`config.mk`:
```
export PLATFORM = sky130hd
export DESIGN_NAME = line_follow_pd_steering
export DESIGN_NICKNAME = d
export VERILOG_FILES = /design/src/hdl/lfpd_pkg.sv /design/src/hdl/lfpd_err_map.sv /design/src/hdl/lfpd_pd_calc.sv /design/src/hdl/line_follow_pd_steering.sv
export SDC_FILE = /design/constraint.sdc
export NUM_CORES = 1
export LEC_CHECK = 0
export BUFFER_PORTS_ARGS = -buffer_cell sky130_fd_sc_hd__buf_4
export CORE_UTILIZATION = 58
export CTS_CLUSTER_DIAMETER = 80
export DETAILED_ROUTE_END_ITERATION = 12
export PLACE_DENSITY = 0.79
export SLEW_MARGIN = 40
export SYNTH_ARGS = -nofsm -noshare
export SYNTH_HDL_FRONTEND = slang
export SYNTH_SLANG_ARGS = --single-unit
```
`constraint.sdc`:
```
create_clock -name aclk -period 13 [get_ports aclk]
set_input_delay 3.9 -clock aclk [delete_from_list [all_inputs] [get_ports aclk]]
set_output_delay 3.9 -clock aclk [all_outputs]
set_load 0.03 [all_outputs]
```
`src/hdl/lfpd_pkg.sv`:
```
// Shared types and constants for the line-follower PD steering block.
package lfpd_pkg;

    localparam int PATTERN_W = 7;
    localparam int ERROR_W   = 8;
    localparam int RPM_W     = 15;
    localparam int REF_W     = 9;
    localparam int GAIN_W    = 8;
    localparam int LEVEL_W   = 7;
    localparam int CFG_IDX_W = 3;
    localparam int CFG_DATA_W = 9;

    localparam int RPM_FLOOR = 17;
    localparam int RPM_CEIL  = 32767;

    localparam logic [PATTERN_W-1:0] PAT_CENTER = 7'h63;
    localparam logic [PATTERN_W-1:0] PAT_POS1   = 7'h67;
    localparam logic [PATTERN_W-1:0] PAT_NEG1   = 7'h73;
    localparam logic [PATTERN_W-1:0] PAT_POS2   = 7'h47;
    localparam logic [PATTERN_W-1:0] PAT_NEG2   = 7'h71;
    localparam logic [PATTERN_W-1:0] PAT_POS3   = 7'h4F;
    localparam logic [PATTERN_W-1:0] PAT_NEG3   = 7'h79;
    localparam logic [PATTERN_W-1:0] PAT_POS4   = 7'h0F;
    localparam logic [PATTERN_W-1:0] PAT_NEG4   = 7'h78;
    localparam logic [PATTERN_W-1:0] PAT_POS5   = 7'h1F;
    localparam logic [PATTERN_W-1:0] PAT_NEG5   = 7'h7C;
    localparam logic [PATTERN_W-1:0] PAT_POS6   = 7'h3F;
    localparam logic [PATTERN_W-1:0] PAT_NEG6   = 7'h7E;

    typedef enum logic [CFG_IDX_W-1:0] {
        CFG_STEER_ENABLE = 3'd0,
        CFG_REF_RPM      = 3'd1,
        CFG_GAIN_P       = 3'd2,
        CFG_GAIN_D       = 3'd3,
        CFG_ERR_LEVEL4   = 3'd4,
        CFG_ERR_LEVEL5   = 3'd5,
        CFG_ERR_LEVEL6   = 3'd6
    } cfg_idx_t;

    typedef struct packed {
        logic                     steer_enable;
        logic [REF_W-1:0]         ref_rpm;
        logic [GAIN_W-1:0]        gain_p;
        logic [GAIN_W-1:0]        gain_d;
        logic [LEVEL_W-1:0]       err_level4;
        logic [LEVEL_W-1:0]       err_level5;
        logic [LEVEL_W-1:0]       err_level6;
    } cfg_regs_t;

    typedef struct packed {
        logic                        found;
        logic signed [ERROR_W-1:0]   error;
    } err_map_t;

endpackage

```
`src/hdl/lfpd_err_map.sv`:
```
// Sensor pattern decoder that maps known patterns to a signed line error.
module lfpd_err_map
    import lfpd_pkg::*;
(
    input  logic [PATTERN_W-1:0] pattern,
    input  cfg_regs_t            cfg,
    output err_map_t             result
);

    logic signed [ERROR_W-1:0] lvl4;
    logic signed [ERROR_W-1:0] lvl5;
    logic signed [ERROR_W-1:0] lvl6;

    assign lvl4 = $signed({1'b0, cfg.err_level4});
    assign lvl5 = $signed({1'b0, cfg.err_level5});
    assign lvl6 = $signed({1'b0, cfg.err_level6});

    always_comb begin
        result.found = 1'b1;
        unique case (pattern)
            PAT_CENTER: result.error = 8'sd0;
            PAT_POS1:   result.error = 8'sd1;
            PAT_NEG1:   result.error = -8'sd1;
            PAT_POS2:   result.error = 8'sd2;
            PAT_NEG2:   result.error = -8'sd2;
            PAT_POS3:   result.error = 8'sd3;
            PAT_NEG3:   result.error = -8'sd3;
            PAT_POS4:   result.error = lvl4;
            PAT_NEG4:   result.error = -lvl4;
            PAT_POS5:   result.error = lvl5;
            PAT_NEG5:   result.error = -lvl5;
            PAT_POS6:   result.error = lvl6;
            PAT_NEG6:   result.error = -lvl6;
            default: begin
                result.found = 1'b0;
                result.error = 8'sd0;
            end
        endcase
    end

endmodule

```
`src/hdl/lfpd_pd_calc.sv`:
```
// PD correction and clamped wheel speed computation.
module lfpd_pd_calc
    import lfpd_pkg::*;
(
    input  cfg_regs_t                 cfg,
    input  logic signed [ERROR_W-1:0] error,
    input  logic signed [ERROR_W-1:0] prev_error,
    output logic [RPM_W-1:0]          left_rpm,
    output logic [RPM_W-1:0]          right_rpm
);

    localparam int PTERM_W = ERROR_W + GAIN_W + 1;
    localparam int DTERM_W = ERROR_W + GAIN_W + 2;
    localparam int PID_W   = DTERM_W + 1;

    logic signed [ERROR_W:0]   diff;
    logic signed [PTERM_W-1:0] err_ext;
    logic signed [PTERM_W-1:0] gp_ext;
    logic signed [PTERM_W-1:0] pterm;
    logic signed [DTERM_W-1:0] diff_ext;
    logic signed [DTERM_W-1:0] gd_ext;
    logic signed [DTERM_W-1:0] dprod;
    logic signed [DTERM_W-1:0] dterm;
    logic signed [PID_W-1:0]   pid;
    logic signed [PID_W-1:0]   ref_ext;
    logic signed [PID_W-1:0]   left_raw;
    logic signed [PID_W-1:0]   right_raw;

    function automatic logic [RPM_W-1:0] clamp_rpm(input logic signed [PID_W-1:0] v);
        logic [RPM_W-1:0] r;
        if (v < PID_W'(RPM_FLOOR)) begin
            r = RPM_W'(RPM_FLOOR);
        end else if (v > PID_W'(RPM_CEIL)) begin
            r = RPM_W'(RPM_CEIL);
        end else begin
            r = v[RPM_W-1:0];
        end
        return r;
    endfunction

    assign diff     = {error[ERROR_W-1], error} - {prev_error[ERROR_W-1], prev_error};
    assign err_ext  = PTERM_W'(error);
    assign gp_ext   = $signed({{(PTERM_W-GAIN_W){1'b0}}, cfg.gain_p});
    assign pterm    = err_ext * gp_ext;
    assign diff_ext = DTERM_W'(diff);
    assign gd_ext   = $signed({{(DTERM_W-GAIN_W){1'b0}}, cfg.gain_d});
    assign dprod    = diff_ext * gd_ext;

    // An arithmetic shift rounds toward minus infinity, so negative products are bumped first to halve toward zero.
    assign dterm = (dprod + $signed({{(DTERM_W-1){1'b0}}, dprod[DTERM_W-1]})) >>> 1;

    assign pid       = PID_W'(pterm) + PID_W'(dterm);
    assign ref_ext   = $signed({{(PID_W-REF_W){1'b0}}, cfg.ref_rpm});
    assign left_raw  = ref_ext - pid;
    assign right_raw = ref_ext + pid;

    always_comb begin
        if (cfg.steer_enable) begin
            left_rpm  = clamp_rpm(left_raw);
            right_rpm = clamp_rpm(right_raw);
        end else begin
            left_rpm  = {{(RPM_W-REF_W){1'b0}}, cfg.ref_rpm};
            right_rpm = {{(RPM_W-REF_W){1'b0}}, cfg.ref_rpm};
        end
    end

endmodule

```
`src/hdl/line_follow_pd_steering.sv`:
```
// Top level of the line-follower PD steering block.
//
//   Channel   Direction  Transfer when         Payload
//   s_        in         s_valid & s_ready     s_sensor_pattern
//   m_        out        m_valid & m_ready     m_left_rpm, m_right_rpm, m_line_error
//   cfg_      in         cfg_wr_en             cfg_addr, cfg_wdata
//
// A sample is held in the input register and is decoded and steered on its way into the
// result register, from which its result is presented.
// One sample is accepted every cycle while m_ready is high; the result register and
// input register together hold two items when the output stalls.
// Synchronous active-low reset empties both registers and restores register defaults.
module line_follow_pd_steering
    import lfpd_pkg::*;
(
    input  logic                      aclk,
    input  logic                      aresetn,
    input  logic                      s_valid,
    output logic                      s_ready,
    input  logic [PATTERN_W-1:0]      s_sensor_pattern,
    output logic                      m_valid,
    input  logic                      m_ready,
    output logic [RPM_W-1:0]          m_left_rpm,
    output logic [RPM_W-1:0]          m_right_rpm,
    output logic signed [ERROR_W-1:0] m_line_error,
    input  logic                      cfg_wr_en,
    input  logic [CFG_IDX_W-1:0]      cfg_addr,
    input  logic [CFG_DATA_W-1:0]     cfg_wdata
);

    cfg_regs_t                 cfg_reg;
    logic                      s1_valid_reg;
    logic [PATTERN_W-1:0]      s1_pattern_reg;
    logic signed [ERROR_W-1:0] held_error_reg;
    logic signed [ERROR_W-1:0] prev_error_reg;
    logic signed [ERROR_W-1:0] held_error_next;
    logic signed [ERROR_W-1:0] prev_error_next;
    logic                      m_valid_reg;
    logic [RPM_W-1:0]          left_reg;
    logic [RPM_W-1:0]          right_reg;
    logic signed [ERROR_W-1:0] line_error_reg;
    logic [RPM_W-1:0]          left_next;
    logic [RPM_W-1:0]          right_next;
    logic                      s1_advance;
    err_map_t                  map_res;

    always_ff @(posedge aclk) begin
        if (!aresetn) begin
            cfg_reg.steer_enable <= 1'b0;
            cfg_reg.ref_rpm      <= 9'd129;
            cfg_reg.gain_p       <= 8'd24;
            cfg_reg.gain_d       <= 8'd0;
            cfg_reg.err_level4   <= 7'd6;
            cfg_reg.err_level5   <= 7'd9;
            cfg_reg.err_level6   <= 7'd11;
        end else if (cfg_wr_en) begin
            unique case (cfg_addr)
                CFG_STEER_ENABLE: cfg_reg.steer_enable <= cfg_wdata[0];
                CFG_REF_RPM:      cfg_reg.ref_rpm      <= cfg_wdata[REF_W-1:0];
                CFG_GAIN_P:       cfg_reg.gain_p       <= cfg_wdata[GAIN_W-1:0];
                CFG_GAIN_D:       cfg_reg.gain_d       <= cfg_wdata[GAIN_W-1:0];
                CFG_ERR_LEVEL4:   cfg_reg.err_level4   <= cfg_wdata[LEVEL_W-1:0];
                CFG_ERR_LEVEL5:   cfg_reg.err_level5   <= cfg_wdata[LEVEL_W-1:0];
                CFG_ERR_LEVEL6:   cfg_reg.err_level6   <= cfg_wdata[LEVEL_W-1:0];
                default: begin
                end
            endcase
        end
    end

    assign s1_advance = s1_valid_reg && (!m_valid_reg || m_ready);
    assign s_ready    = !s1_valid_reg || s1_advance;

    lfpd_err_map u_err_map (
        .pattern (s1_pattern_reg),
        .cfg     (cfg_reg),
        .result  (map_res)
    );

    assign held_error_next = map_res.found ? map_res.error : held_error_reg;
    assign prev_error_next = cfg_reg.steer_enable ? held_error_next : prev_error_reg;

    lfpd_pd_calc u_pd_calc (
        .cfg        (cfg_reg),
        .error      (held_error_next),
        .prev_error (prev_error_reg),
        .left_rpm   (left_next),
        .right_rpm  (right_next)
    );

    always_ff @(posedge aclk) begin
        if (!aresetn) begin
            s1_valid_reg   <= 1'b0;
            m_valid_reg    <= 1'b0;
            held_error_reg <= '0;
            prev_error_reg <= '0;
        end else begin
            if (s_valid && s_ready) begin
                s1_valid_reg <= 1'b1;
            end else if (s1_advance) begin
                s1_valid_reg <= 1'b0;
            end
            if (s1_advance) begin
                m_valid_reg    <= 1'b1;
                held_error_reg <= held_error_next;
                prev_error_reg <= prev_error_next;
            end else if (m_ready) begin
                m_valid_reg <= 1'b0;
            end
        end
    end

    always_ff @(posedge aclk) begin
        if (s_valid && s_ready) begin
            s1_pattern_reg <= s_sensor_pattern;
        end
        if (s1_advance) begin
            left_reg       <= left_next;
            right_reg      <= right_next;
            line_error_reg <= held_error_next;
        end
    end

    assign m_valid      = m_valid_reg;
    assign m_left_rpm   = left_reg;
    assign m_right_rpm  = right_reg;
    assign m_line_error = line_error_reg;

    // A buffered sample must wait while the result register is stalled.
    a_stall_blocks_input: assert property (@(posedge aclk) disable iff (!aresetn)
        (s1_valid_reg && m_valid_reg && !m_ready) |-> !s_ready)
        else $error("input accepted while both stages are full");

    // Every sample leaving the input register produces a result.
    a_advance_fills_output: assert property (@(posedge aclk) disable iff (!aresetn)
        s1_advance |=> m_valid)
        else $error("result missing after stage advance");

    // The previous error only moves when a sample is steered.
    a_prev_error_hold: assert property (@(posedge aclk) disable iff (!aresetn)
        !s1_advance |=> $stable(prev_error_reg))
        else $error("previous error changed without a sample");

    // Steered speeds are clamped; unsteered speeds are equal.
    a_speed_floor: assert property (@(posedge aclk) disable iff (!aresetn)
        m_valid |-> ((m_left_rpm >= RPM_W'(RPM_FLOOR) && m_right_rpm >= RPM_W'(RPM_FLOOR))
                     || m_left_rpm == m_right_rpm))
        else $error("wheel speed below floor");

endmodule

```
==> impl_metrics.tcl, run 1 <==
set metrics [dict create \
    status "finished, violations left" \
    violations "setup timing" \
    nFillCells 1508 \
    synth_area_um2 12810 \
    fin_tns_setup_ps -2637 \
    end_kind "flop" \
    dieArea_um2 22690 \
    whs_ps 491.2 \
    combPwrFrac_pct 55.5 \
    reg2reg_slack_ps -220 \
    worst_path_largest_cell_delay_ps 560 \
    fin_ws_ps -219.1 \
    hold_end "cfg_reg[20]$_SDFFE_PN0P_" \
    drc 0 \
    htreeDepth 3 \
    power.internal_uw 956.6 \
    ys_seq_area_share_pct 20.70 \
    grtUsageTotal_pct 31.51 \
    vias 11880 \
    dieHeight_um 150.6 \
    powerDensity_nw_per_um2 94.87 \
    syn2layout_area_growth_pct 28.24 \
    dpl_worst_slack_ps -442.7 \
    fin_crit_sh_pct 101.7 \
    grt_max_degree 55 \
    clkTransAtPathRegs_ps 70 \
    synth_ff_type "dfxtp_1" \
    firstDrtPassIters 5 \
    cp_max_fo 6 \
    wirelength_mm 37.10 \
    drv_slew 0 \
    worstSkewPairLatency_ps 350 \
    max_freq_mhz 75.65 \
    layout_common_cells "277 x buf_4, 201 x nand2_1, 190 x inv_1" \
    initial_utilization_pct 58.89 \
    fin_nets 1999 \
    viasPerCell 5.862 \
    cts_hold_buf 0 \
    layout_commonest_cell "buf_4" \
    dpl.hpwl_mm 27.52 \
    root_buffer "clkbuf_16" \
    fin_crit_ps 13220 \
    reg2reg_depth 57 \
    drtAntennaViolNets 0 \
    ys_types 87 \
    grt_pass1_wl_mm 56.46 \
    worstHoldPathType "reg -> reg" \
    rsz0062_at_grt "yes" \
    finalSetupViolCount 19 \
    cts_tree "built" \
    hold_violations 0 \
    multi_input_area_um2 10130 \
    antenna_found_initial 0 \
    hold_start "cfg_reg[20]$_SDFFE_PN0P_" \
    cts-buffers-inserted 9 \
    syn_area_per_cell_um2 8.582 \
    worstMarginPinSlew_ps 837.1 \
    routabilityCongestion 0.9902 \
    switching_share_pct 38.63 \
    leakage_uw 0.007642 \
    cap_violations 0 \
    core_area_um2 21760 \
    reg2reg_from "s1_pattern_reg[2]$_DFFE_PP_" \
    cts_max_path_buffers 2 \
    cpMaxStageDelayCell "fa_1" \
    routedWlPerCell_um 18.31 \
    die_w_um 150.6 \
    antenna_cells 0 \
    start_kind "flop" \
    whs_path_depth 2 \
    ys_ff_latch 110 \
    relSlewSlack_pct 44.16 \
    clock_skew_ps 9.928 \
    path_class "reg -> reg" \
    rows 54 \
    clock_sinks 110 \
    crit_required_ps 13090 \
    critical_path_arrival_ps 13310 \
    synth-edff-count 45 \
    numPortBuffers 63 \
    design.portCount 64 \
    pwr-share-seq_pct 24.6 \
    switching_power_uw 602.1 \
    grt_pass1_vias 11940 \
    synthCells 1493 \
    ir_drop_mv 0.06902 \
    largest_register_ffs 47 \
    drive_above_1_share_pct 27.78 \
    async_flop_share_pct 0 \
    synth_fp_nets 1751 \
    rr_endpoint "m_left_rpm[8]$_DFFE_PP_" \
    gr-total-overflow 0 \
    drtIter0Drc 763 \
    seqCellArea_um2 2654 \
    crit_top_cell "fa_1" \
    yosysWarnings 0 \
    clkPwrFrac_pct 20.0 \
]
## logic make-up (layout without fill, tap and decap cells)
family,count (synthesis),in the layout,synth area share (%)
adder cells (fa/ha/maj),234,234,29.12
flip-flops,110,110,20.70
AND/OR/NAND/NOR,519,519,20.33
multiplexers,14,14,1.103
buffers and inverters,250,503,7.598
AO/OA/AOI/OAI,281,281,15.22
XOR/XNOR,85,85,5.918
## stage by stage
step / total power [µW] / instances / utilization (%) / cell area, µm²
floorplan: 794.0 / 1493 / - / 12850
global placement: 1051 / 1979 / 68.59 / 14920
detailed placement: 1065 / 1979 / 68.60 / 14920
CTS: 1406 / 2005 / 71.58 / 15570
global route: 1628 / 2026 / 75.52 / 16430
finish: 1559 / 2026 / 75.52 / 16430
## Yosys cell counts (16+ instances only)
library cell | count | area, µm²
nand2_1 | 207 | 777.0
inv_1 | 199 | 747.0
ha_1 | 127 | 1589
fa_1 | 107 | 2142
a21oi_1 | 82 | 410.4
nor2_1 | 69 | 259.0
dfxtp_1 | 65 | 1301
xnor2_1 | 62 | 543.0
and2_1 | 51 | 319.1
edfxtp_1 | 45 | 1351
nor2b_1 | 33 | 206.5
o21ai_0 | 33 | 165.2
clkbuf_1 | 32 | 120.1
nand3_1 | 30 | 150.1
nor3_1 | 27 | 135.1
a21o_1 | 24 | 180.2
xor2_1 | 22 | 192.7
nand2b_1 | 18 | 112.6
a211oi_1 | 16 | 120.1
## power by group through the flow
stage | Sequential [µW] | Clock [µW] | Combinational (µW)
after global placement | 390 | 0 | 661
after global routing | 385 | 324 | 919
final | 383 | 311 | 865
after floorplan | 398 | 0 | 396
after CTS | 382 | 311 | 712
after detailed placement | 390 | 0 | 674
## worst max-delay path by stage
stage                                start                             to  depth (start not counted)
2_1_floorplan  s1_pattern_reg[4]$_DFFE_PP_        m_left_rpm[6]$_DFFE_PP_                         55
3_3_place_gp       cfg_reg[1]$_SDFFE_PN1P_        m_left_rpm[1]$_DFFE_PP_                         55
3_5_place_dp       cfg_reg[1]$_SDFFE_PN1P_        m_left_rpm[1]$_DFFE_PP_                         53
4_1_cts        s1_pattern_reg[4]$_DFFE_PP_  m_right_rpm[10]$_SDFFCE_PP0P_                         54
5_1_grt        s1_pattern_reg[1]$_DFFE_PP_        m_left_rpm[7]$_DFFE_PP_                         57
6_report       s1_pattern_reg[2]$_DFFE_PP_        m_left_rpm[8]$_DFFE_PP_                         57
## what timing repair did
action,CTS,global route
setup endpoints to repair,30,30
gates cloned,0,1
pin swaps,16,93
buffers inserted,10,20
endpoints found under the hold margin,0,0
resized for setup,45,150
## layout make-up
class	count	share of cell area [%]
clock buffer	12	1.576
clock inverter	4	0.4569
inverter	202	4.630
multi-input combinational	1133	61.66
sequential	110	16.15
tap	280	2.132
timing repair buffer	285	13.39
## metal layers
metal | vias up | share of wire, % | global-route usage [%]
met2 | 450 | 51 | 57.53
met5 | - | 0 | 0
met4 | 0 | 5.5 | 15.75
met1 | 5765 | 38 | 36.06
met3 | 139 | 4.9 | 3.939
li1 | 5523 | - | -
## worst max-delay path: cells and delay by family, from the launching register on
family,cells,cell delay [ps]
AO/OA/AOI/OAI,18,2920
XOR/XNOR,4,830
buffers and inverters,11,1040
AND/OR/NAND/NOR,11,2380
adder cells (fa/ha/maj),13,5330
flip-flops,1,440
Note: power is estimated with default switching activity, not from simulation.
==> inputs of run 2 (changes only) <==
--- a/config.mk
+++ b/config.mk
@@ -6,6 +6,7 @@
 export NUM_CORES = 1
 export LEC_CHECK = 0
 export BUFFER_PORTS_ARGS = -buffer_cell sky130_fd_sc_hd__buf_4
+export CORE_ASPECT_RATIO = 2
 export CORE_UTILIZATION = 58
 export CTS_CLUSTER_DIAMETER = 80
 export DETAILED_ROUTE_END_ITERATION = 12
==> run 2 against run 1 <==
  * Critical path type unchanged
  * Die area rose by 0.16%
  * Cell count rose by 3.1%
  * Sequential share of layout area down 0.83 points
  * Count of clock-buffer cells in the layout fell by 3
  * The flow still finishes with violations (setup timing)
  * Global-route usage is 4.0 points higher
  * Flip-flop and latch count unchanged
  * Fmax fell by 2.0%
  * Critical path depth rose by 4
  * Combinational power is 17% higher
  * Hold slack improved by 14 ps
==> impl_metrics.tcl, run 2 (same netlist as run 1, synthesis figures left out) <==
set metrics [dict create \
    rows 76 \
    htreeDepth 3 \
    dieHeight_um 212.2 \
    startpoint "s1_pattern_reg[4]$_DFFE_PP_" \
    worst_path_largest_cell_delay_ps 590 \
    cp_max_fo 5 \
    routedWlPerCell_um 21.79 \
    cts_hold_buf 0 \
    drv_slew 0 \
    leakage_uw 0.008038 \
    drive_above_1_share_pct 33.48 \
    antenna_found_initial 1 \
    final_core_util_pct 80.21 \
    worstSetupEndpoint "m_left_rpm[0]$_DFFE_PP_" \
    crit_cells 61 \
    drtAntennaViolNets 0 \
    path_class "reg -> reg" \
    clkPwrFrac_pct 17.3 \
    rsz0062_at_grt "yes" \
    switching_power_uw 713.0 \
    layout_common_cells "322 x buf_4, 194 x nand2_1, 183 x inv_1" \
    worstMarginPinSlew_ps 897.2 \
    violations "setup timing" \
    drc 0 \
    syn2layout_area_growth_pct 35.14 \
    fin_nets 2066 \
    numPortBuffers 63 \
    whs_ps 505.1 \
    largest_register_ffs 47 \
    dpl.hpwl_mm 29.80 \
    relSlewSlack_pct 39.73 \
    layout_commonest_cell "buf_4" \
    cts_max_path_buffers 2 \
    cpLargestDelayFamily "adder cells" \
    cts-buffers-inserted 9 \
    clkTransAtPathRegs_ps 80 \
    grt_max_degree 55 \
    rr_endpoint "m_left_rpm[0]$_DFFE_PP_" \
    viasPerCell 6.252 \
    reg2reg_slack_ps -500 \
    wirelength_mm 45.50 \
    grt_pass1_vias 12950 \
    cts_tree "built" \
    ir_drop_mv 0.1429 \
    end_kind "flop" \
    root_buffer "clkbuf_16" \
    crit_required_ps 13110 \
    max_freq_mhz 74.10 \
    fin_crit_sh_pct 103.8 \
    power.internal_uw 976.0 \
    hold_violations 0 \
    die_w_um 107.1 \
    routabilityCongestion 0.9122 \
    gr-total-overflow 0 \
    vias 13060 \
    finalSetupViolCount 30 \
    grtUsageTotal_pct 35.54 \
    clock_sinks 110 \
    cpMaxStageDelayCell "fa_2" \
    critPathBufInv 18 \
    critical_path_arrival_ps 13610 \
    powerDensity_nw_per_um2 97.55 \
    fin_crit_ps 13500 \
    switching_share_pct 42.21 \
    fin_tns_setup_ps -9756 \
    grt_pass1_wl_mm 62.04 \
    start_kind "flop" \
    worstSkewPairLatency_ps 380 \
    pwr-share-seq_pct 22.7 \
    firstDrtPassIters 6 \
    initial_utilization_pct 59.36 \
    status "finished, violations left" \
    reg2reg_depth 61 \
    clock_skew_ps 14.06 \
    design.portCount 64 \
    fin_ws_ps -495.6 \
    crit_top_cell "buf_4" \
    nFillCells 1227 \
    drtIter0Drc 1065 \
    dieArea_um2 22720 \
    core_area_um2 21590 \
    worstHoldPathType "reg -> reg" \
    reg2reg_from "s1_pattern_reg[4]$_DFFE_PP_" \
    p_total_uw 1689 \
    cap_violations 0 \
    combPwrFrac_pct 60.0 \
]
-- run 2: cell types whose count changed in the layout (fill, tap and decap cells not counted), moves of 5 or more --
cell	change
a21oi_1	-6
o21ai_1	-8
buf_4	+45
inv_2	+7
nand2_1	-7
ha_2	+5
ha_1	-9
o21ai_2	+9
a21oi_2	+7
nand2_4	+6
buf_6	+20
inv_1	-7
-- run 2: repair_timing --
action                     4_1_cts  5_1_grt
setup endpoints to repair       30       30
pin swaps                       58      124
hold endpoints to repair         0        0
setup buffers                   21       42
gates resized for setup         89      195
gates cloned                     1        0
-- run 2: power by group through the flow --
stage                     clock network, µW  logic (µW)  registers (µW)
after floorplan                           0         396             398
after detailed placement                  0         698             390
final                                   292        1010             384
after CTS                               286         777             383
after global placement                    0         680             390
after global routing                    302        1070             385
-- run 2: routing by layer --
layer,track usage (%),routed length (µm),vias up,part of all wire (%)
met5,0,0,-,0
met4,29.95,5181,0,11
met3,4.568,3609,382,7.9
met2,66.54,23010,792,51
met1,33.36,13700,6223,30
li1,-,-,5658,-
-- run 2: area by class of cell --
type | instances | area, µm² | area share, %
Clock buffer | 9 | 225.2 | 1.301
Clock inverter | 7 | 83.83 | 0.4842
Sequential cell | 110 | 2653 | 15.32
Inverter | 202 | 760.7 | 4.394
Antenna cell | 2 | 5.005 | 0.02891
Timing Repair Buffer | 352 | 2799 | 16.17
Tap cell | 273 | 341.6 | 1.973
Multi-Input combinational cell | 1133 | 10450 | 60.33
-- run 2: worst min path at each step --
stage | start | cells after the start | endpoint
after floorplan | cfg_reg[20]$_SDFFE_PN0P_ | 2 | cfg_reg[20]$_SDFFE_PN0P_
after global placement | cfg_reg[20]$_SDFFE_PN0P_ | 2 | cfg_reg[20]$_SDFFE_PN0P_
final | prev_error_reg[5]$_SDFFE_PN0P_ | 2 | prev_error_reg[5]$_SDFFE_PN0P_
after global routing | held_error_reg[5]$_SDFFE_PN0P_ | 2 | held_error_reg[5]$_SDFFE_PN0P_
after detailed placement | cfg_reg[20]$_SDFFE_PN0P_ | 2 | cfg_reg[20]$_SDFFE_PN0P_
after CTS | cfg_reg[20]$_SDFFE_PN0P_ | 2 | cfg_reg[20]$_SDFFE_PN0P_
-- run 2: per-stage QoR --
step	setup slack [ps]	instance area, µm²	cells
floorplan	0.8296	12850	1493
global placement	-342.6	15190	2010
detailed placement	-639.2	15190	2010
CTS	3.080	16130	2048
global route	-1154	17310	2086
finish	-495.6	17310	2088
-- run 2: worst register-to-register path: cells and delay by family (launching register included) --
| family | cells | cell delay (ps) |
|---|---|---|
| flops | 1 | 450 |
| xor+xnor | 3 | 610 |
| simple gates | 16 | 3210 |
| buf+inv | 18 | 2000 |
| compound gates | 11 | 1720 |
| fa+ha+maj | 13 | 5210 |
